`src/design/imq_pkg.sv`:
```
// Package for the I/O request merge queue: shared types, codes and defaults.
// No dependencies; imported by every module of the block except imq_ram.
package imq_pkg;

  localparam int DEF_QUEUE_DEPTH = 16;
  localparam int DEF_ADDR_BITS   = 32;

  localparam logic [31:0] LEN_MAX = 32'hFFFF_FFFF;

  typedef enum logic [2:0] {
    ST_QUEUED     = 3'd0,
    ST_MERGED     = 3'd1,
    ST_DROPPED    = 3'd2,
    ST_DISPATCHED = 3'd3,
    ST_NONE       = 3'd4
  } status_t;

  // Item class worked out by the front end
  typedef enum logic [1:0] {
    OP_ADD  = 2'd0,
    OP_POLL = 2'd1,
    OP_HOLD = 2'd2
  } op_t;

  typedef struct packed {
    op_t         op;
    logic [31:0] start;
    logic [15:0] count;
    logic        wr;
  } cmd_t;

  typedef enum logic [2:0] {
    S_IDLE,
    S_WALK,
    S_MERGE,
    S_ALLOC,
    S_FREE,
    S_INSERT,
    S_LINK,
    S_POP
  } state_t;

endpackage

```
`src/design/io_request_merge_queue.sv`:
```
// Sorted block-request queue with merging of touching same-direction ranges.
// An add walks the list from the head, one entry per clock through the entry RAM's
// registered read port. An add that inserts goes through S_ALLOC, then S_FREE when
// its slot comes off the free list, then S_INSERT, then S_LINK when it is linked
// behind another entry. A merge ends in S_MERGE and a drop in the walk. A dispatching
// poll goes through S_POP, and a busy or empty poll is answered from S_IDLE. The back
// end starts a new item only after the previous result has been taken.
// A two-item input queue and an output register let both sides stall on their own.
// No clearing pass after reset: slots come from a fill counter, then a free list.
module io_request_merge_queue import imq_pkg::*; #(
  parameter int QUEUE_DEPTH = DEF_QUEUE_DEPTH,
  parameter int ADDR_BITS   = DEF_ADDR_BITS
) (
  input  logic        clk,
  input  logic        rst,
  input  logic        in_valid,
  output logic        in_ready,
  input  logic        func,
  input  logic [31:0] start_block,
  input  logic [15:0] block_count,
  input  logic        is_write,
  input  logic        device_busy,
  output logic        out_valid,
  input  logic        out_ready,
  output logic [2:0]  status,
  output logic [31:0] out_start,
  output logic [31:0] out_count,
  output logic        out_is_write
);

  logic cmd_valid;
  logic cmd_ready;
  cmd_t cmd;

  imq_front #(.ADDR_BITS(ADDR_BITS)) u_front (
    .clk(clk), .rst(rst),
    .in_valid(in_valid), .in_ready(in_ready),
    .func(func), .start_block(start_block), .block_count(block_count),
    .is_write(is_write), .device_busy(device_busy),
    .cmd_valid(cmd_valid), .cmd_ready(cmd_ready), .cmd(cmd)
  );

  imq_engine #(.QUEUE_DEPTH(QUEUE_DEPTH)) u_engine (
    .clk(clk), .rst(rst),
    .cmd_valid(cmd_valid), .cmd_ready(cmd_ready), .cmd_in(cmd),
    .out_valid(out_valid), .out_ready(out_ready),
    .status(status), .out_start(out_start), .out_count(out_count),
    .out_is_write(out_is_write)
  );

endmodule

```
`src/design/imq_ram.sv`:
```
// Generic single-write, single-read RAM with registered read data.
// No dependencies.
module imq_ram #(
  parameter int WIDTH = 8,
  parameter int DEPTH = 16
) (
  input  logic                     clk,
  input  logic                     we,
  input  logic [$clog2(DEPTH)-1:0] waddr,
  input  logic [WIDTH-1:0]         wdata,
  input  logic [$clog2(DEPTH)-1:0] raddr,
  output logic [WIDTH-1:0]         rdata
);

  logic [WIDTH-1:0] mem [DEPTH];

  // Write port and registered read port
  always_ff @(posedge clk) begin
    if (we) begin
      mem[waddr] <= wdata;
    end
    rdata <= mem[raddr];
  end

endmodule

```
`src/design/imq_front.sv`:
```
// Front end: accepts items, classifies them and holds them in a two-entry queue.
// Depends on imq_pkg.
module imq_front import imq_pkg::*; #(
  parameter int ADDR_BITS = DEF_ADDR_BITS
) (
  input  logic        clk,
  input  logic        rst,
  input  logic        in_valid,
  output logic        in_ready,
  input  logic        func,
  input  logic [31:0] start_block,
  input  logic [15:0] block_count,
  input  logic        is_write,
  input  logic        device_busy,
  output logic        cmd_valid,
  input  logic        cmd_ready,
  output cmd_t        cmd
);

  localparam logic [63:0] ADDR_MASK = (64'd1 << ADDR_BITS) - 64'd1;

  cmd_t       slot [2];
  logic       wr_ptr;
  logic       rd_ptr;
  logic [1:0] count;
  cmd_t       cmd_in;
  logic       push;
  logic       pop;

  // Classify the incoming item
  always_comb begin
    cmd_in.op    = func ? (device_busy ? OP_HOLD : OP_POLL) : OP_ADD;
    cmd_in.start = start_block & ADDR_MASK[31:0];
    cmd_in.count = block_count;
    cmd_in.wr    = is_write;
  end

  assign in_ready  = (count != 2'd2);
  assign cmd_valid = (count != 2'd0);
  assign cmd       = slot[rd_ptr];
  assign push      = in_valid && in_ready;
  assign pop       = cmd_valid && cmd_ready;

  // Store payload
  always_ff @(posedge clk) begin
    if (push) begin
      slot[wr_ptr] <= cmd_in;
    end
  end

  // Advance pointers and fill count
  always_ff @(posedge clk) begin
    if (rst) begin
      wr_ptr <= 1'b0;
      rd_ptr <= 1'b0;
      count  <= 2'd0;
    end else begin
      if (push) wr_ptr <= ~wr_ptr;
      if (pop)  rd_ptr <= ~rd_ptr;
      count <= count + {1'b0, push} - {1'b0, pop};
    end
  end

endmodule

```
`src/design/imq_engine.sv`:
```
// Back end: keeps the sorted request list as a linked list in two RAMs,
// walks it one entry a cycle, merges, inserts and pops. Depends on imq_pkg, imq_ram.
module imq_engine import imq_pkg::*; #(
  parameter int QUEUE_DEPTH = DEF_QUEUE_DEPTH
) (
  input  logic        clk,
  input  logic        rst,
  input  logic        cmd_valid,
  output logic        cmd_ready,
  input  cmd_t        cmd_in,
  output logic        out_valid,
  input  logic        out_ready,
  output logic [2:0]  status,
  output logic [31:0] out_start,
  output logic [31:0] out_count,
  output logic        out_is_write
);

  localparam int IW = (QUEUE_DEPTH > 1) ? $clog2(QUEUE_DEPTH) : 1;
  localparam int CW = $clog2(QUEUE_DEPTH + 1);
  localparam logic [CW-1:0] FULL = CW'(QUEUE_DEPTH);
  localparam int DW = 65;

  state_t        state, state_next;
  cmd_t          cmd, cmd_next;
  logic [IW-1:0] head, head_next;
  logic [IW-1:0] free_head, free_head_next;
  logic [CW-1:0] fresh, fresh_next;
  logic [CW-1:0] occ, occ_next;
  logic [IW-1:0] cur, cur_next;
  logic [IW-1:0] prev, prev_next;
  logic          prev_valid, prev_valid_next;
  logic [CW-1:0] idx, idx_next;
  logic [IW-1:0] new_idx, new_idx_next;
  logic [31:0]   es_q, es_next;
  logic [32:0]   ee_q, ee_next;

  // RAM ports
  logic          d_we, n_we;
  logic [IW-1:0] d_waddr, n_waddr, d_raddr, n_raddr;
  logic [DW-1:0] d_wdata, d_rdata;
  logic [IW-1:0] n_wdata, n_rdata;

  // Walk datapath
  logic [32:0] new_end;
  logic [31:0] rd_start, rd_len;
  logic        rd_wr;
  logic [32:0] rd_end;
  logic        hit, past;
  logic [31:0] ms;
  logic [32:0] me, ml;

  // Result load
  logic          res_load;
  status_t       res_status;
  logic [31:0]   res_start, res_count;
  logic          res_wr;

  imq_ram #(.WIDTH(DW), .DEPTH(QUEUE_DEPTH)) u_data (
    .clk(clk), .we(d_we), .waddr(d_waddr), .wdata(d_wdata),
    .raddr(d_raddr), .rdata(d_rdata)
  );

  imq_ram #(.WIDTH(IW), .DEPTH(QUEUE_DEPTH)) u_link (
    .clk(clk), .we(n_we), .waddr(n_waddr), .wdata(n_wdata),
    .raddr(n_raddr), .rdata(n_rdata)
  );

  assign new_end  = {1'b0, cmd.start} + {17'd0, cmd.count};
  assign rd_start = d_rdata[31:0];
  assign rd_len   = d_rdata[63:32];
  assign rd_wr    = d_rdata[64];
  assign rd_end   = {1'b0, rd_start} + {1'b0, rd_len};
  assign hit      = (rd_wr == cmd.wr) && (new_end >= {1'b0, rd_start})
                    && ({1'b0, cmd.start} <= rd_end);
  assign past     = (rd_start > cmd.start);
  assign ms       = (cmd.start < es_q) ? cmd.start : es_q;
  assign me       = (new_end > ee_q) ? new_end : ee_q;
  assign ml       = me - {1'b0, ms};

  // Next state and datapath control
  always_comb begin
    state_next      = state;
    cmd_next        = cmd;
    head_next       = head;
    free_head_next  = free_head;
    fresh_next      = fresh;
    occ_next        = occ;
    cur_next        = cur;
    prev_next       = prev;
    prev_valid_next = prev_valid;
    idx_next        = idx;
    new_idx_next    = new_idx;
    es_next         = es_q;
    ee_next         = ee_q;
    cmd_ready       = 1'b0;
    d_we            = 1'b0;
    d_waddr         = cur;
    d_wdata         = {cmd.wr, 16'd0, cmd.count, cmd.start};
    d_raddr         = head;
    n_we            = 1'b0;
    n_waddr         = new_idx;
    n_wdata         = cur;
    n_raddr         = n_rdata;
    res_load        = 1'b0;
    res_status      = ST_NONE;
    res_start       = 32'd0;
    res_count       = 32'd0;
    res_wr          = 1'b0;
    case (state)
      S_IDLE: begin
        n_raddr = head;
        if (cmd_valid && !out_valid) begin
          cmd_ready       = 1'b1;
          cmd_next        = cmd_in;
          cur_next        = head;
          prev_valid_next = 1'b0;
          idx_next        = '0;
          case (cmd_in.op)
            OP_ADD: begin
              if (occ != '0) begin
                state_next = S_WALK;
              end else begin
                state_next = S_ALLOC;
              end
            end
            OP_POLL: begin
              if (occ != '0) begin
                state_next = S_POP;
              end else begin
                res_load = 1'b1;
              end
            end
            default: res_load = 1'b1;
          endcase
        end
      end
      S_WALK: begin
        n_raddr = n_rdata;
        d_raddr = n_rdata;
        es_next = rd_start;
        ee_next = rd_end;
        if (hit) begin
          state_next = S_MERGE;
        end else if (past) begin
          // Insert before the current entry, or drop if the queue is full
          if (occ == FULL) begin
            res_load   = 1'b1;
            res_status = ST_DROPPED;
            state_next = S_IDLE;
          end else begin
            state_next = S_ALLOC;
          end
        end else begin
          prev_next       = cur;
          prev_valid_next = 1'b1;
          if (idx == occ - CW'(1)) begin
            // Append at the tail, or drop if the queue is full
            if (occ == FULL) begin
              res_load   = 1'b1;
              res_status = ST_DROPPED;
              state_next = S_IDLE;
            end else begin
              state_next = S_ALLOC;
            end
          end else begin
            cur_next = n_rdata;
            idx_next = idx + CW'(1);
          end
        end
      end
      S_MERGE: begin
        d_we       = 1'b1;
        d_waddr    = cur;
        d_wdata    = {cmd.wr, (ml[32] ? LEN_MAX : ml[31:0]), ms};
        res_load   = 1'b1;
        res_status = ST_MERGED;
        state_next = S_IDLE;
      end
      S_ALLOC: begin
        n_raddr = free_head;
        if (fresh != FULL) begin
          new_idx_next = fresh[IW-1:0];
          fresh_next   = fresh + CW'(1);
          state_next   = S_INSERT;
        end else begin
          state_next = S_FREE;
        end
      end
      S_FREE: begin
        new_idx_next   = free_head;
        free_head_next = n_rdata;
        state_next     = S_INSERT;
      end
      S_INSERT: begin
        d_we    = 1'b1;
        d_waddr = new_idx;
        n_we    = 1'b1;
        n_waddr = new_idx;
        n_wdata = cur;
        if (prev_valid) begin
          state_next = S_LINK;
        end else begin
          head_next  = new_idx;
          occ_next   = occ + CW'(1);
          res_load   = 1'b1;
          res_status = ST_QUEUED;
          state_next = S_IDLE;
        end
      end
      S_LINK: begin
        n_we       = 1'b1;
        n_waddr    = prev;
        n_wdata    = new_idx;
        occ_next   = occ + CW'(1);
        res_load   = 1'b1;
        res_status = ST_QUEUED;
        state_next = S_IDLE;
      end
      S_POP: begin
        // Return the head and push its slot onto the free list
        n_we           = 1'b1;
        n_waddr        = head;
        n_wdata        = free_head;
        free_head_next = head;
        head_next      = n_rdata;
        occ_next       = occ - CW'(1);
        res_load       = 1'b1;
        res_status     = ST_DISPATCHED;
        res_start      = rd_start;
        res_count      = rd_len;
        res_wr         = rd_wr;
        state_next     = S_IDLE;
      end
      default: state_next = S_IDLE;
    endcase
  end

  // Control registers
  always_ff @(posedge clk) begin
    if (rst) begin
      state     <= S_IDLE;
      head      <= '0;
      free_head <= '0;
      fresh     <= '0;
      occ       <= '0;
      out_valid <= 1'b0;
    end else begin
      state     <= state_next;
      head      <= head_next;
      free_head <= free_head_next;
      fresh     <= fresh_next;
      occ       <= occ_next;
      if (res_load) begin
        out_valid <= 1'b1;
      end else if (out_ready) begin
        out_valid <= 1'b0;
      end
    end
  end

  // Working registers and result payload
  always_ff @(posedge clk) begin
    cmd        <= cmd_next;
    cur        <= cur_next;
    prev       <= prev_next;
    prev_valid <= prev_valid_next;
    idx        <= idx_next;
    new_idx    <= new_idx_next;
    es_q       <= es_next;
    ee_q       <= ee_next;
    if (res_load) begin
      status       <= res_status;
      out_start    <= res_start;
      out_count    <= res_count;
      out_is_write <= res_wr;
    end
  end

  a_occ_bound: assert property (@(posedge clk) disable iff (rst) occ <= FULL)
    else $error("occupancy above queue depth");

  a_fresh_bound: assert property (@(posedge clk) disable iff (rst) fresh >= occ)
    else $error("more entries live than slots ever allocated");

  a_occ_step: assert property (@(posedge clk) disable iff (rst)
    (occ == $past(occ)) || (occ == $past(occ) + CW'(1)) || (occ == $past(occ) - CW'(1)))
    else $error("occupancy moved by more than one");

  a_drop_full: assert property (@(posedge clk) disable iff (rst)
    res_load && (res_status == ST_DROPPED) |-> occ == FULL)
    else $error("request dropped with room left");

endmodule
```
`config.mk`:
```
export PLATFORM = sky130hd
export DESIGN_NAME = io_request_merge_queue
export DESIGN_NICKNAME = d
export VERILOG_FILES = /design/src/design/imq_pkg.sv /design/src/design/io_request_merge_queue.sv /design/src/design/imq_ram.sv /design/src/design/imq_front.sv /design/src/design/imq_engine.sv
export SDC_FILE = /design/constraint.sdc
export NUM_CORES = 2
export LEC_CHECK = 0
export ABC_AREA = 0
export BUFFER_PORTS_ARGS = -buffer_cell sky130_fd_sc_hd__buf_2
export CAP_MARGIN = 20
export CORE_MARGIN = 1.5
export CORE_UTILIZATION = 50
export CTS_CLUSTER_SIZE = 28
export DETAILED_ROUTE_END_ITERATION = 6
export PLACE_DENSITY = 0.66
export SYNTH_ARGS = -nofsm -noshare
export SYNTH_HDL_FRONTEND = slang
export SYNTH_HIERARCHICAL = 1
export SYNTH_SLANG_ARGS = --single-unit
```
`constraint.sdc`:
```
create_clock -name clk -period 10.4 [get_ports clk]
set_clock_uncertainty 0.05 [all_clocks]
set_input_delay 1.56 -clock clk [delete_from_list [all_inputs] [get_ports clk]]
set_output_delay 1.56 -clock clk [all_outputs]
set_load 0.05 [all_outputs]
```
==> key figures <==
Detailed routing
  – Vias: 36500
  – Drt first pass iters: 6
  – DR iter-0 viols: 4586
  – Drt wl/cell: 29.6 um
  – DRC: 0
  – DRT Wirelength: 174000 um
  – Post-route ant nets: 0
  – Vias/cell: 6.21

Place
  – Placed inst area: 67200 um2
  – Placed Cells: 5554
  – Place WS: 0.833 ns
  – Routability cong.: 0.962
  – # port buffers: 124
  – Hpwl dp: 110000 um

GRT
  – Total gr overflow: 0
  – Vias in the first global route: 35400
  – First-pass GRT wire length: 249000 um
  – Largest net degree at the start of global routing: 105
  – Initial antenna violation count: 9
  – Total GRT Usage: 0.266

STA
  – Final setup fails: 0
  – Final TNS setup: 0 ns
  – Slew HR: 0.257
  – Slew Limit Fails: 0
  – Peak Freq: 105 MHz
  – Slack of the critical path: 0.872 ns
  – Final period utilization: 0.916
  – Hold Violations, Final: 0
  – Fin crit period: 9.53 ns
  – Worst slew pin tran: 1.09 ns
  – WHS: 0.403 ns
  – RSZ-0062 raised after global routing: no

Synthesis
  – Net Count, Synth: 4141
  – Yosys warnings: 6
  – Register area share after synthesis: 0.686
  – Post-synth EDFFs: 1406
  – Dominant synthesized flop cell: edfxtp_1
  – Cell Area, Synth: 64400 um2
  – Post-synthesis sequential element count: 1502
  – Mapped Cells: 3837
  – Syn avg cell area: 16.8 um2
  – Yosys cell types: 80
  – Async SR Flop Fraction: 0

Critical path
  – Critical path's slowest cell: a21oi_1
  – Slowest Stage Delay on Critical Path: 0.85 ns
  – Startpoint Class: flop
  – Reg2reg start: u_engine/cmd[17]
  – Start point of the critical path: u_engine/cmd[17]
  – CP Class: flop to flop
  – Cell mode on critical path: a21oi_1
  – Internal reg-to-reg setup slack: 0.87 ns
  – R2r endpoint: u_engine/u_data/mem[11][62]
  – CP Capture Type: flop
  – WP data arrival: 9.92 ns
  – Reg2Reg Depth: 33
  – Worst Path Max Fanout: 19
  – CP required: 10.79 ns

Layout
  – Share of cells above drive strength 1: 0.200
  – Nets: 4393
  – Non-filler cells, final: 5883
  – Final core utilization: 0.570
  – Final Cell Area: 72700 um2
  – Area growth syn-to-layout: 13.0%

Clock tree
  – Clk root buf: clkbuf_16
  – Latest clock arrival within the worst-skew pair: 0.81 ns
  – CTS tree: done
  – H-tree depth: 4
  – Post-cts sizing count: 0
  – Clock transition at path regs: 0.06 ns
  – CTS Sinks: 1502
  – Setup Fix Bufs, Post-CTS: 0
  – Total CTS buffers: 156
  – # hold bufs at CTS: 0
  – Clock buffer depth: 3

Die
  – Core area: 128000 um2
  – Vert. Die Dim: 362 um
  – Die width: 362 um
  – I/O pins: 125
  – # rows: 131
  – Initial core utilization: 0.504
  – DIE AREA: 131000 um2

Power and ir drop
  – Overall power after layout: 24.2 mW
  – Comb power frac: 0.406
  – Internal Power: 14.6 mW
  – Leak Pwr: 25.3 nW
  – Flop pwr share: 0.362
  – Max IR drop VDD: 204 uV
  – Switching Fraction: 0.395
  – PD cells: 332 nW/um2
  – Switching pwr: 9.55 mW
  – Clock share of power: 0.232

Worst hold path
  – Tightest Hold Check Type: flop to flop
  – Min-delay src: u_engine/cur[1]
  – Hold depth: 0
  – Worst hold endpoint: u_engine/prev[1]

Flow run
  – Max-cap check violation count: 0

Run status
  – Status: complete, no violations
-- layer usage --
| layer | up-vias | share of wire | GRT usage |
|---|---|---|---|
| li1 | 15700 | - | - |
| met1 | 18900 | 0.42 | 0.386 |
| met2 | 1664 | 0.46 | 0.408 |
| met3 | 256 | 0.093 | 0.0549 |
| met4 | 2 | 0.031 | 0.0812 |
| met5 | - | 0.000075 | 0 |
-- logic make-up after synthesis --
logic type | Yosys count | synth area share
AO/OA/AOI/OAI | 609 | 0.0621
XOR/XNOR | 112 | 0.0152
adder cells (fa/ha/maj) | 249 | 0.0488
buffers and inverters | 348 | 0.0238
flip-flops | 1502 | 0.686
multiplexers | 401 | 0.118
AND/OR/NAND/NOR | 616 | 0.0457
-- cells in the final DEF, fill, tap and decap left out, drive strengths merged, types with 45 or more instances in the layout --
cell type and count:
edfxtp 1406, mux4 276, ha 246, buf 239, clkbuf 210, inv 208
nor2 206, a21oi 176, nand2 143, a22oi 138, dfxtp 96, mux2 84
a21o 82, o21ai 81, xnor2 69, clkinv 54, and3 45
-- cell usage after synthesis, drive strengths merged, types with 45 or more instances --
cell / instances / share of area
and3: 45 / 0.0044
dfxtp: 96 / 0.030
a21oi: 176 / 0.014
ha: 246 / 0.048
nand2: 143 / 0.0083
o21ai: 81 / 0.0064
mux2: 84 / 0.015
nor2: 206 / 0.012
clkbuf: 81 / 0.0047
edfxtp: 1406 / 0.66
a21o: 82 / 0.0096
mux4: 276 / 0.097
buf: 69 / 0.0075
xnor2: 69 / 0.0094
a22oi: 138 / 0.016
inv: 198 / 0.012
-- critical path, delay by kind of cell (launching register included) --
kind            cells  cell delay (ns)
simple gates        8             1.83
xor+xnor            2             0.57
compound gates     15             3.79
buf+inv             3             0.79
flops               1             0.42
fa+ha+maj           4             1.30
mux                 1             0.37
-- flip-flops by register name, summed over array words and instances (netlist names), 32 cells and up, named ones only --
register and cells:
u_engine/u_data/mem 1040, u_front/slot 102, u_engine/u_data/rdata 65, u_engine/u_link/mem 64, u_engine/cmd 49, u_engine/ee_q 33, u_engine/es_q 32, u_engine/out_count 32
u_engine/out_start 32
-- worst max-delay path by stage --
| stage | slack, ns | end |
|---|---|---|
| floorplan | 2.59 | u_engine/u_data/mem[0][34] |
| global placement | 1.12 | u_engine/u_data/mem[14][36] |
| detailed placement | 0.83 | u_engine/u_data/mem[14][43] |
| CTS | 0.72 | u_engine/u_data/mem[15][45] |
| global route | 0.33 | u_engine/u_data/mem[0][53] |
| finish | 0.87 | u_engine/u_data/mem[11][62] |
-- layout make-up --
type	count	area [um2]
inverters	198	744
multi-input cells	1987	19000
clock buffers	205	4170
well taps	1662	2080
diodes	1	2.50
flip-flops and latches	1502	44100
repair buffers	244	1630
fillers	9656	54900
clock inverters	84	1010
-- power groups by stage --
stage                     Combinational (mW)  Clock [mW]  Sequential, mW
after CTS                               9.51        5.68            8.77
final                                   9.82        5.60            8.76
after global routing                    10.5        5.92            8.80
after global placement                  9.43           0            8.89
after floorplan                         5.87           0            8.93
after detailed placement                9.44           0            8.89
Note: power is estimated with default switching activity, not from simulation.
